### config.mk
export PLATFORM = sky130hd
export DESIGN_NAME = dns_name_caseless_compare_core_flat
export DESIGN_NICKNAME = d
export VERILOG_FILES = /design/src/hw/rtl/dnsc_pkg.sv /design/src/hw/rtl/dnsc_if.sv /design/src/hw/rtl/dnsc_apb_regs.sv /design/src/hw/rtl/dnsc_label_fsm.sv /design/src/hw/rtl/dns_name_caseless_compare_core.sv /design/src/flat_wrapper.sv
export SDC_FILE = /design/constraint.sdc
export NUM_CORES = 1
export LEC_CHECK = 0
export CORE_ASPECT_RATIO = 0.5
export CORE_MARGIN = 4
export CORE_UTILIZATION = 40
export CTS_CLUSTER_SIZE = 30
export DETAILED_ROUTE_END_ITERATION = 8
export DONT_BUFFER_PORTS = 1
export SKIP_LAST_GASP = 1
export SLEW_MARGIN = 10
export SYNTH_ARGS = -nofsm -noshare
export SYNTH_HDL_FRONTEND = slang
export SYNTH_SLANG_ARGS = --single-unit
### constraint.sdc
create_clock -name clk -period 3.88 [get_ports clk]
set_input_delay 0.194 -clock clk [delete_from_list [all_inputs] [get_ports clk]]
set_output_delay 0.194 -clock clk [all_outputs]
set_load 0.05 [all_outputs]
### src/hw/rtl/dnsc_pkg.sv
// shared types, constants and helpers for the dns name caseless compare block
// no dependencies
`default_nettype none

package dnsc_pkg;

	localparam int unsigned BYTE_W     = 8;
	localparam int unsigned APB_DATA_W = 32;
	localparam int unsigned APB_ADDR_W = 2;

	localparam logic [APB_ADDR_W-1:0] REG_MAX_LABEL_ADDR = '0;
	localparam logic [BYTE_W-1:0]     MAX_LABEL_RESET    = 8'd63;

	localparam logic [1:0] PH_IDLE  = 2'd0;
	localparam logic [1:0] PH_LEN   = 2'd1;
	localparam logic [1:0] PH_LABEL = 2'd2;

	localparam logic [BYTE_W-1:0] ASCII_UPPER_A = 8'h41;
	localparam logic [BYTE_W-1:0] ASCII_UPPER_Z = 8'h5a;
	localparam logic [BYTE_W-1:0] ASCII_CASE    = 8'h20;

	typedef struct packed {
		logic              start_flag;
		logic [BYTE_W-1:0] byte_one;
		logic [BYTE_W-1:0] byte_two;
	} item_t;

	typedef struct packed {
		logic hit;
		logic equal;
	} verdict_t;

	function automatic logic [BYTE_W-1:0] ascii_lower(input logic [BYTE_W-1:0] c);
		logic [BYTE_W-1:0] r;
		r = c;
		if (c >= ASCII_UPPER_A && c <= ASCII_UPPER_Z) begin
			r = c + ASCII_CASE;
		end
		return r;
	endfunction

endpackage

`default_nettype wire

### src/hw/rtl/dnsc_if.sv
// valid/ready channel interfaces for the byte pair input and the verdict output
// depends on dnsc_pkg
`default_nettype none

interface dnsc_item_if;
	logic                       valid;
	logic                       ready;
	logic                       start_flag;
	logic [dnsc_pkg::BYTE_W-1:0] byte_one;
	logic [dnsc_pkg::BYTE_W-1:0] byte_two;

	modport source(output valid, output start_flag, output byte_one, output byte_two,
		input ready);
	modport sink(input valid, input start_flag, input byte_one, input byte_two,
		output ready);
endinterface

interface dnsc_result_if;
	logic valid;
	logic ready;
	logic names_equal;

	modport source(output valid, output names_equal, input ready);
	modport sink(input valid, input names_equal, output ready);
endinterface

`default_nettype wire

### src/hw/rtl/dnsc_apb_regs.sv
// apb configuration register holding the label length limit
// depends on dnsc_pkg
`default_nettype none

module dnsc_apb_regs (
	input  wire logic                               clk,
	input  wire logic                               arst_n,
	input  wire logic                               psel,
	input  wire logic                               penable,
	input  wire logic                               pwrite,
	input  wire logic [dnsc_pkg::APB_ADDR_W-1:0]    paddr,
	input  wire logic [dnsc_pkg::APB_DATA_W-1:0]    pwdata,
	output logic      [dnsc_pkg::APB_DATA_W-1:0]    prdata,
	output logic                                    pready,
	output logic      [dnsc_pkg::BYTE_W-1:0]        max_label
);

	logic [dnsc_pkg::BYTE_W-1:0] max_label_q;
	logic                        sel_max;

	assign sel_max   = (paddr == dnsc_pkg::REG_MAX_LABEL_ADDR);
	assign pready    = 1'b1;
	assign max_label = max_label_q;

	always_ff @(posedge clk or negedge arst_n) begin
		if (!arst_n) begin
			max_label_q <= dnsc_pkg::MAX_LABEL_RESET;
		end else if (psel && penable && pwrite && pready && sel_max) begin
			max_label_q <= pwdata[dnsc_pkg::BYTE_W-1:0];
		end
	end

	always_comb begin
		prdata = '0;
		if (sel_max) begin
			prdata[dnsc_pkg::BYTE_W-1:0] = max_label_q;
		end
	end

endmodule

`default_nettype wire

### src/hw/rtl/dnsc_label_fsm.sv
// phase and label counter tracking for one comparison, with the verdict decision
// depends on dnsc_pkg
`default_nettype none

module dnsc_label_fsm (
	input  wire logic                        clk,
	input  wire logic                        arst_n,
	input  wire logic                        advance,
	input  wire dnsc_pkg::item_t             item,
	input  wire logic [dnsc_pkg::BYTE_W-1:0] max_label,
	output dnsc_pkg::verdict_t               verdict,
	output logic [1:0]                       phase,
	output logic [dnsc_pkg::BYTE_W-1:0]      label_left
);

	logic [1:0]                  phase_q, phase_d, phase_eff;
	logic [dnsc_pkg::BYTE_W-1:0] left_q, left_d, left_dec;

	assign phase      = phase_q;
	assign label_left = left_q;
	assign left_dec   = left_q - 8'd1;

	always_comb begin
		phase_eff = item.start_flag ? dnsc_pkg::PH_LEN : phase_q;
		phase_d   = phase_q;
		left_d    = left_q;
		verdict   = '0;
		if (item.start_flag) begin
			left_d = '0;
		end
		case (phase_eff)
			dnsc_pkg::PH_LEN: begin
				if (item.byte_one != item.byte_two || item.byte_one > max_label) begin
					phase_d = dnsc_pkg::PH_IDLE;
					verdict = '{hit: 1'b1, equal: 1'b0};
				end else if (item.byte_one == '0) begin
					phase_d = dnsc_pkg::PH_IDLE;
					verdict = '{hit: 1'b1, equal: 1'b1};
				end else begin
					phase_d = dnsc_pkg::PH_LABEL;
					left_d  = item.byte_one;
				end
			end
			dnsc_pkg::PH_LABEL: begin
				if (dnsc_pkg::ascii_lower(item.byte_one)
						!= dnsc_pkg::ascii_lower(item.byte_two)) begin
					phase_d = dnsc_pkg::PH_IDLE;
					left_d  = '0;
					verdict = '{hit: 1'b1, equal: 1'b0};
				end else begin
					left_d = left_dec;
					if (left_dec == '0) begin
						phase_d = dnsc_pkg::PH_LEN;
					end
				end
			end
			default: begin
				phase_d = dnsc_pkg::PH_IDLE;
			end
		endcase
	end

	always_ff @(posedge clk or negedge arst_n) begin
		if (!arst_n) begin
			phase_q <= dnsc_pkg::PH_IDLE;
			left_q  <= '0;
		end else if (advance) begin
			phase_q <= phase_d;
			left_q  <= left_d;
		end
	end

endmodule

`default_nettype wire

### src/hw/rtl/dns_name_caseless_compare_core.sv
// top level of the dns name caseless compare block
// depends on dnsc_pkg, dnsc_if, dnsc_apb_regs and dnsc_label_fsm
`default_nettype none

// Compares two wire-format DNS names byte pair by byte pair, ignoring ASCII case.
// A transaction with start_flag set opens a comparison; a verdict transaction
// (names_equal) appears once the names are found to differ, a label length exceeds
// max_label_length (APB register at address 0, reset 63), or both names end with
// a zero length byte. Each byte pair goes through an input register and one
// decision step into the output register, so the block takes one transaction per
// cycle unless a held verdict stalls it. A held verdict stalls the input only when
// the next pair also produces a verdict.
module dns_name_caseless_compare_core (
	input  wire logic                            clk,
	input  wire logic                            arst_n,
	dnsc_item_if.sink                            item_in,
	dnsc_result_if.source                        result_out,
	input  wire logic                            psel,
	input  wire logic                            penable,
	input  wire logic                            pwrite,
	input  wire logic [dnsc_pkg::APB_ADDR_W-1:0] paddr,
	input  wire logic [dnsc_pkg::APB_DATA_W-1:0] pwdata,
	output logic      [dnsc_pkg::APB_DATA_W-1:0] prdata,
	output logic                                 pready
);

	logic                        valid_s1;
	dnsc_pkg::item_t             item_s1;
	logic                        out_valid_q;
	logic                        out_equal_q;
	logic                        advance;
	logic                        in_fire;
	logic [dnsc_pkg::BYTE_W-1:0] max_label;
	logic [1:0]                  phase;
	logic [dnsc_pkg::BYTE_W-1:0] label_left;
	dnsc_pkg::verdict_t          verdict;

	dnsc_apb_regs u_regs (
		.clk       (clk),
		.arst_n    (arst_n),
		.psel      (psel),
		.penable   (penable),
		.pwrite    (pwrite),
		.paddr     (paddr),
		.pwdata    (pwdata),
		.prdata    (prdata),
		.pready    (pready),
		.max_label (max_label)
	);

	dnsc_label_fsm u_fsm (
		.clk        (clk),
		.arst_n     (arst_n),
		.advance    (advance),
		.item       (item_s1),
		.max_label  (max_label),
		.verdict    (verdict),
		.phase      (phase),
		.label_left (label_left)
	);

	assign advance = valid_s1 && (!verdict.hit || !out_valid_q || result_out.ready);
	assign item_in.ready = !valid_s1 || advance;
	assign in_fire = item_in.valid && item_in.ready;

	assign result_out.valid       = out_valid_q;
	assign result_out.names_equal = out_equal_q;

	always_ff @(posedge clk or negedge arst_n) begin
		if (!arst_n) begin
			valid_s1 <= 1'b0;
		end else if (item_in.ready) begin
			valid_s1 <= item_in.valid;
		end
	end

	always_ff @(posedge clk) begin
		if (in_fire) begin
			item_s1 <= '{start_flag: item_in.start_flag, byte_one: item_in.byte_one,
				byte_two: item_in.byte_two};
		end
	end

	always_ff @(posedge clk or negedge arst_n) begin
		if (!arst_n) begin
			out_valid_q <= 1'b0;
		end else if (advance && verdict.hit) begin
			out_valid_q <= 1'b1;
		end else if (result_out.ready) begin
			out_valid_q <= 1'b0;
		end
	end

	always_ff @(posedge clk) begin
		if (advance && verdict.hit) begin
			out_equal_q <= verdict.equal;
		end
	end

	// a new verdict only comes from a pair leaving the input register
	a_verdict_source: assert property (@(posedge clk) disable iff (!arst_n)
		$rose(out_valid_q) |-> $past(advance && verdict.hit))
		else $error("verdict raised without a decided pair");

	// a held verdict is never overwritten by another one
	a_no_overwrite: assert property (@(posedge clk) disable iff (!arst_n)
		(out_valid_q && !result_out.ready && valid_s1 && verdict.hit) |-> !advance)
		else $error("pending verdict overwritten");

	// in the label phase at least one label byte pair is still due
	a_label_count: assert property (@(posedge clk) disable iff (!arst_n)
		(phase == dnsc_pkg::PH_LABEL) |-> (label_left != '0))
		else $error("label phase with no bytes left");

	// the unused phase code is never reached
	a_phase_code: assert property (@(posedge clk) disable iff (!arst_n)
		phase != 2'd3)
		else $error("phase register holds unused code");

endmodule

`default_nettype wire
### src/flat_wrapper.sv
// flat-port wrapper written by rule: the top's interface ports become plain ports
module dns_name_caseless_compare_core_flat 
  (clk, arst_n, psel, penable, pwrite, paddr, pwdata, prdata, pready, item_in_valid, item_in_start_flag, item_in_byte_one, item_in_byte_two, item_in_ready, result_out_valid, result_out_names_equal, result_out_ready);
  dnsc_item_if item_in_i ();
  dnsc_result_if result_out_i ();
  input  wire logic clk;
  input  wire logic arst_n;
  input  wire logic psel;
  input  wire logic penable;
  input  wire logic pwrite;
  input  wire logic [dnsc_pkg::APB_ADDR_W-1:0] paddr;
  input  wire logic [dnsc_pkg::APB_DATA_W-1:0] pwdata;
  output logic      [dnsc_pkg::APB_DATA_W-1:0] prdata;
  output logic pready;
  input wire logic [$bits(item_in_i.valid)-1:0] item_in_valid;
  input wire logic [$bits(item_in_i.start_flag)-1:0] item_in_start_flag;
  input wire logic [$bits(item_in_i.byte_one)-1:0] item_in_byte_one;
  input wire logic [$bits(item_in_i.byte_two)-1:0] item_in_byte_two;
  output wire logic [$bits(item_in_i.ready)-1:0] item_in_ready;
  output wire logic [$bits(result_out_i.valid)-1:0] result_out_valid;
  output wire logic [$bits(result_out_i.names_equal)-1:0] result_out_names_equal;
  input wire logic [$bits(result_out_i.ready)-1:0] result_out_ready;
  assign item_in_i.valid = item_in_valid;
  assign item_in_i.start_flag = item_in_start_flag;
  assign item_in_i.byte_one = item_in_byte_one;
  assign item_in_i.byte_two = item_in_byte_two;
  assign item_in_ready = item_in_i.ready;
  assign result_out_valid = result_out_i.valid;
  assign result_out_names_equal = result_out_i.names_equal;
  assign result_out_i.ready = result_out_ready;
  dns_name_caseless_compare_core u_core (.clk(clk), .arst_n(arst_n), .item_in(item_in_i), .result_out(result_out_i), .psel(psel), .penable(penable), .pwrite(pwrite), .paddr(paddr), .pwdata(pwdata), .prdata(prdata), .pready(pready));
endmodule
==> results_dict.tcl <==
set metrics [dict create \
    power.density_mw_per_mm2 426 \
    worstPathArrival_ns 3.54 \
    fmax_mhz 296 \
    antenna_found_initial 0 \
    critical_path_class "register to register" \
    grt_pass1_vias 1811 \
    ctsLongestPathBuffers 2 \
    synth_cells 259 \
    grt-ovfl-total 0 \
    synth_edf_count 18 \
    avgRoutedWirePerCell_um 14.6 \
    numPortBuffers 0 \
    nFillCells 552 \
    finalPower_w 0.00128 \
    seq_area_mm2 0.00105 \
    setup_viol 0 \
    multi_input_area_mm2 0.00131 \
    cts_resized 0 \
    timing.rr.start "u_core.item_s1[8]" \
    reg2reg_slack_ns 0.50 \
    finalHoldViolations 0 \
    num_rows 20 \
    viasPerCell 5.19 \
    r2r_end "u_core.u_fsm.label_left[0]" \
    synthArstFlopShare_pct 52.6 \
    dieArea_mm2 0.00782 \
    initial_core_util_pct 41.8 \
    hold_class "input port to register" \
    ir_drop_mv 0.235 \
    p_leak_nw 1.22 \
    num-nets-final 359 \
    grt_pass1_wl_mm 9.11 \
    worstMarginPinSlew_ns 0.927 \
    path_max_fanout 10 \
    drc 0 \
    cp-start-kind "register" \
    ff2ff_path_depth 7 \
    grt_util_all_layers_pct 14.6 \
    clock_sinks 38 \
    drt_iter0_drc 108 \
    final_cells 376 \
    cts_tree "built" \
    max-cap-violations 0 \
    worstSetupStartpoint "u_core.item_s1[8]" \
    yosysWarnings 0 \
    drive_gt1_share_pct 13.9 \
    synthesis.area_mm2 0.00256 \
    wirelength_mm 5.50 \
    finalCritPeriodShare_pct 87.0 \
    gp_congestion 0.876 \
    place_hpwl_mm 4.19 \
    fin_crit_ns 3.38 \
    vias 1952 \
    area_delta_synth_final_pct 17.0 \
    status "finished, final reports clean" \
    slew_violations 0 \
    ant_nets 0 \
    worstHoldStart "item_in_valid" \
    core_area_mm2 0.00613 \
    post_synth.cell_area_avg_um2 9.88 \
    drt-pass1-iter-count 4 \
    rsz0062_at_grt "no" \
    synth_top_flop_cell "edfxtp_1" \
    fp.dieW_um 121 \
    worstPathRequired_ns 4.04 \
    grt_max_degree 21 \
    setup_tns_ns 0 \
    synth_seq_cells 38 \
    max_slew_margin_pct 38.0 \
    cts-root-buf "clkbuf_16" \
    clk_pin_slew_worst_paths_ns 0.06 \
    cts_setup_buffers 0 \
    ios 94 \
    cp-endpoint "u_core.u_fsm.label_left[0]" \
    synth-seq-area-share_pct 41.0 \
    n_antenna_cell 0 \
    dp_cells 350 \
    cp-end-kind "register" \
    fin_skew_ns 0.00268 \
    die_h_um 64.6 \
    cts_htree_levels 2 \
    clock_latency_ns 0.28 \
    synth.distinct_cells 51 \
    cts_inserted_buffers 5 \
]
[layout make-up]
cell class	count	share of cell area, %
repair buffers	29	8.78
multi-input cells	194	43.7
clock inverters	3	2.30
clock buffers	5	4.18
inverters	19	2.38
flip-flops and latches	38	35.0
well taps	88	3.68
[repair_timing]
action,CTS,global route
setup endpoints to repair,0,0
hold buffers,1,17
endpoints found under the hold margin,20,17
[critical path: stages, from the launching register on]
cell and delay, ns:
edfxtp_1 0.51, or4_4 0.60, o22ai_4 0.24, o21bai_2 0.12, o41a_1 0.46, a211o_2 0.41, a311o_1 0.52, o32a_1 0.39
[layer usage]
metal  global-route usage [%]  wire length (um)  vias to the layer above
met5                        0                 0                        -
met4                     2.93                36                        0
met3                     4.27               453                        5
met2                     22.7              2510                       77
met1                     20.3              2510                      923
li1                         -                 -                      947
[flip-flops by register name, summed over array words and instances (netlist names)]
name / flops
u_core.item_s1: 17
u_core.result_out.names_equal: 1
u_core.result_out.valid: 1
u_core.u_fsm.label_left: 8
u_core.u_fsm.phase: 2
u_core.u_regs.max_label: 8
u_core.valid_s1: 1
[synth_stat cells, types with 2 or more instances]
cell type | number | area, um^2
or2_2 | 2 | 12.5
xor2_1 | 10 | 87.6
o221ai_1 | 3 | 26.3
o21a_1 | 2 | 15.0
nor4_1 | 4 | 25.0
nor2b_1 | 6 | 37.5
nor2_1 | 7 | 26.3
a21boi_0 | 2 | 15.0
nor3_1 | 18 | 90.1
o21ai_0 | 13 | 65.1
conb_1 | 2 | 7.51
a32oi_1 | 3 | 26.3
clkbuf_1 | 4 | 15.0
buf_4 | 25 | 188
mux2_2 | 8 | 90.1
and2_1 | 4 | 25.0
ha_1 | 14 | 175
a211oi_1 | 2 | 15.0
a22oi_1 | 4 | 30.0
dfrtp_1 | 14 | 350
inv_1 | 19 | 71.3
nor4b_1 | 2 | 17.5
o31ai_1 | 5 | 37.5
o22ai_1 | 2 | 12.5
nand2b_1 | 7 | 43.8
a21oi_1 | 8 | 40.0
edfxtp_1 | 18 | 541
nand2_1 | 14 | 52.6
nand3_1 | 3 | 15.0
nand4_1 | 4 | 25.0
or3_1 | 3 | 18.8
dfstp_2 | 6 | 158
o2bb2ai_1 | 3 | 26.3
[kinds of logic after synthesis]
logic type	count (synthesis)	synth area share (%)
AO/OA/AOI/OAI	57	16.3
XOR/XNOR	11	3.76
adder cells (fa/ha/maj)	14	6.84
buffers and inverters	50	11.3
flip-flops	38	41.0
multiplexers	9	3.91
other	2	0.293
AND/OR/NAND/NOR	78	16.6
[through the flow]
| step | util [%] | setup slack, ns | hold slack [ns] | instance area, um^2 |
|---|---|---|---|---|
| 2_1_floorplan | - | 0.485 | -0.102 | 2650 |
| 3_3_place_gp | 42.7 | 0.532 | -0.101 | 2620 |
| 3_5_place_dp | 42.7 | 0.524 | -0.101 | 2620 |
| 4_1_cts | 46.1 | 0.510 | 0.00256 | 2820 |
| 5_1_grt | 48.8 | 0.388 | 0.0384 | 2990 |
| 6_report | 48.8 | 0.503 | 0.0263 | 2990 |
[power by group]
group	internal, W	switching, W
Clock	0.000369	0.000159
Combinational	0.0000851	0.000162
Sequential	0.000467	0.0000333
Total	0.000922	0.000355
[worst min-delay path by stage]
stage          slack [ns]  cells after the start                          to
6_report             0.03                      1             u_core.valid_s1
5_1_grt              0.04                      1             u_core.valid_s1
4_1_cts             0.003                      0           u_core.item_s1[7]
3_5_place_dp        -0.10                      0  u_core.u_regs.max_label[6]
3_3_place_gp        -0.10                      0  u_core.u_regs.max_label[7]
2_1_floorplan       -0.10                      0     u_core.result_out.valid
[cell usage in the layout (no fill, tap or decap), drive strengths merged, types with 8 or more instances in the layout]
cell type	instances
nor3	18
o21ai	13
dfrtp	14
nand2	14
dlygate4sd3	18
inv	19
ha	14
edfxtp	18
conb	25
buf	11
a21oi	8
xor2	10
mux2	8
Note: power is estimated with default switching activity, not from simulation.
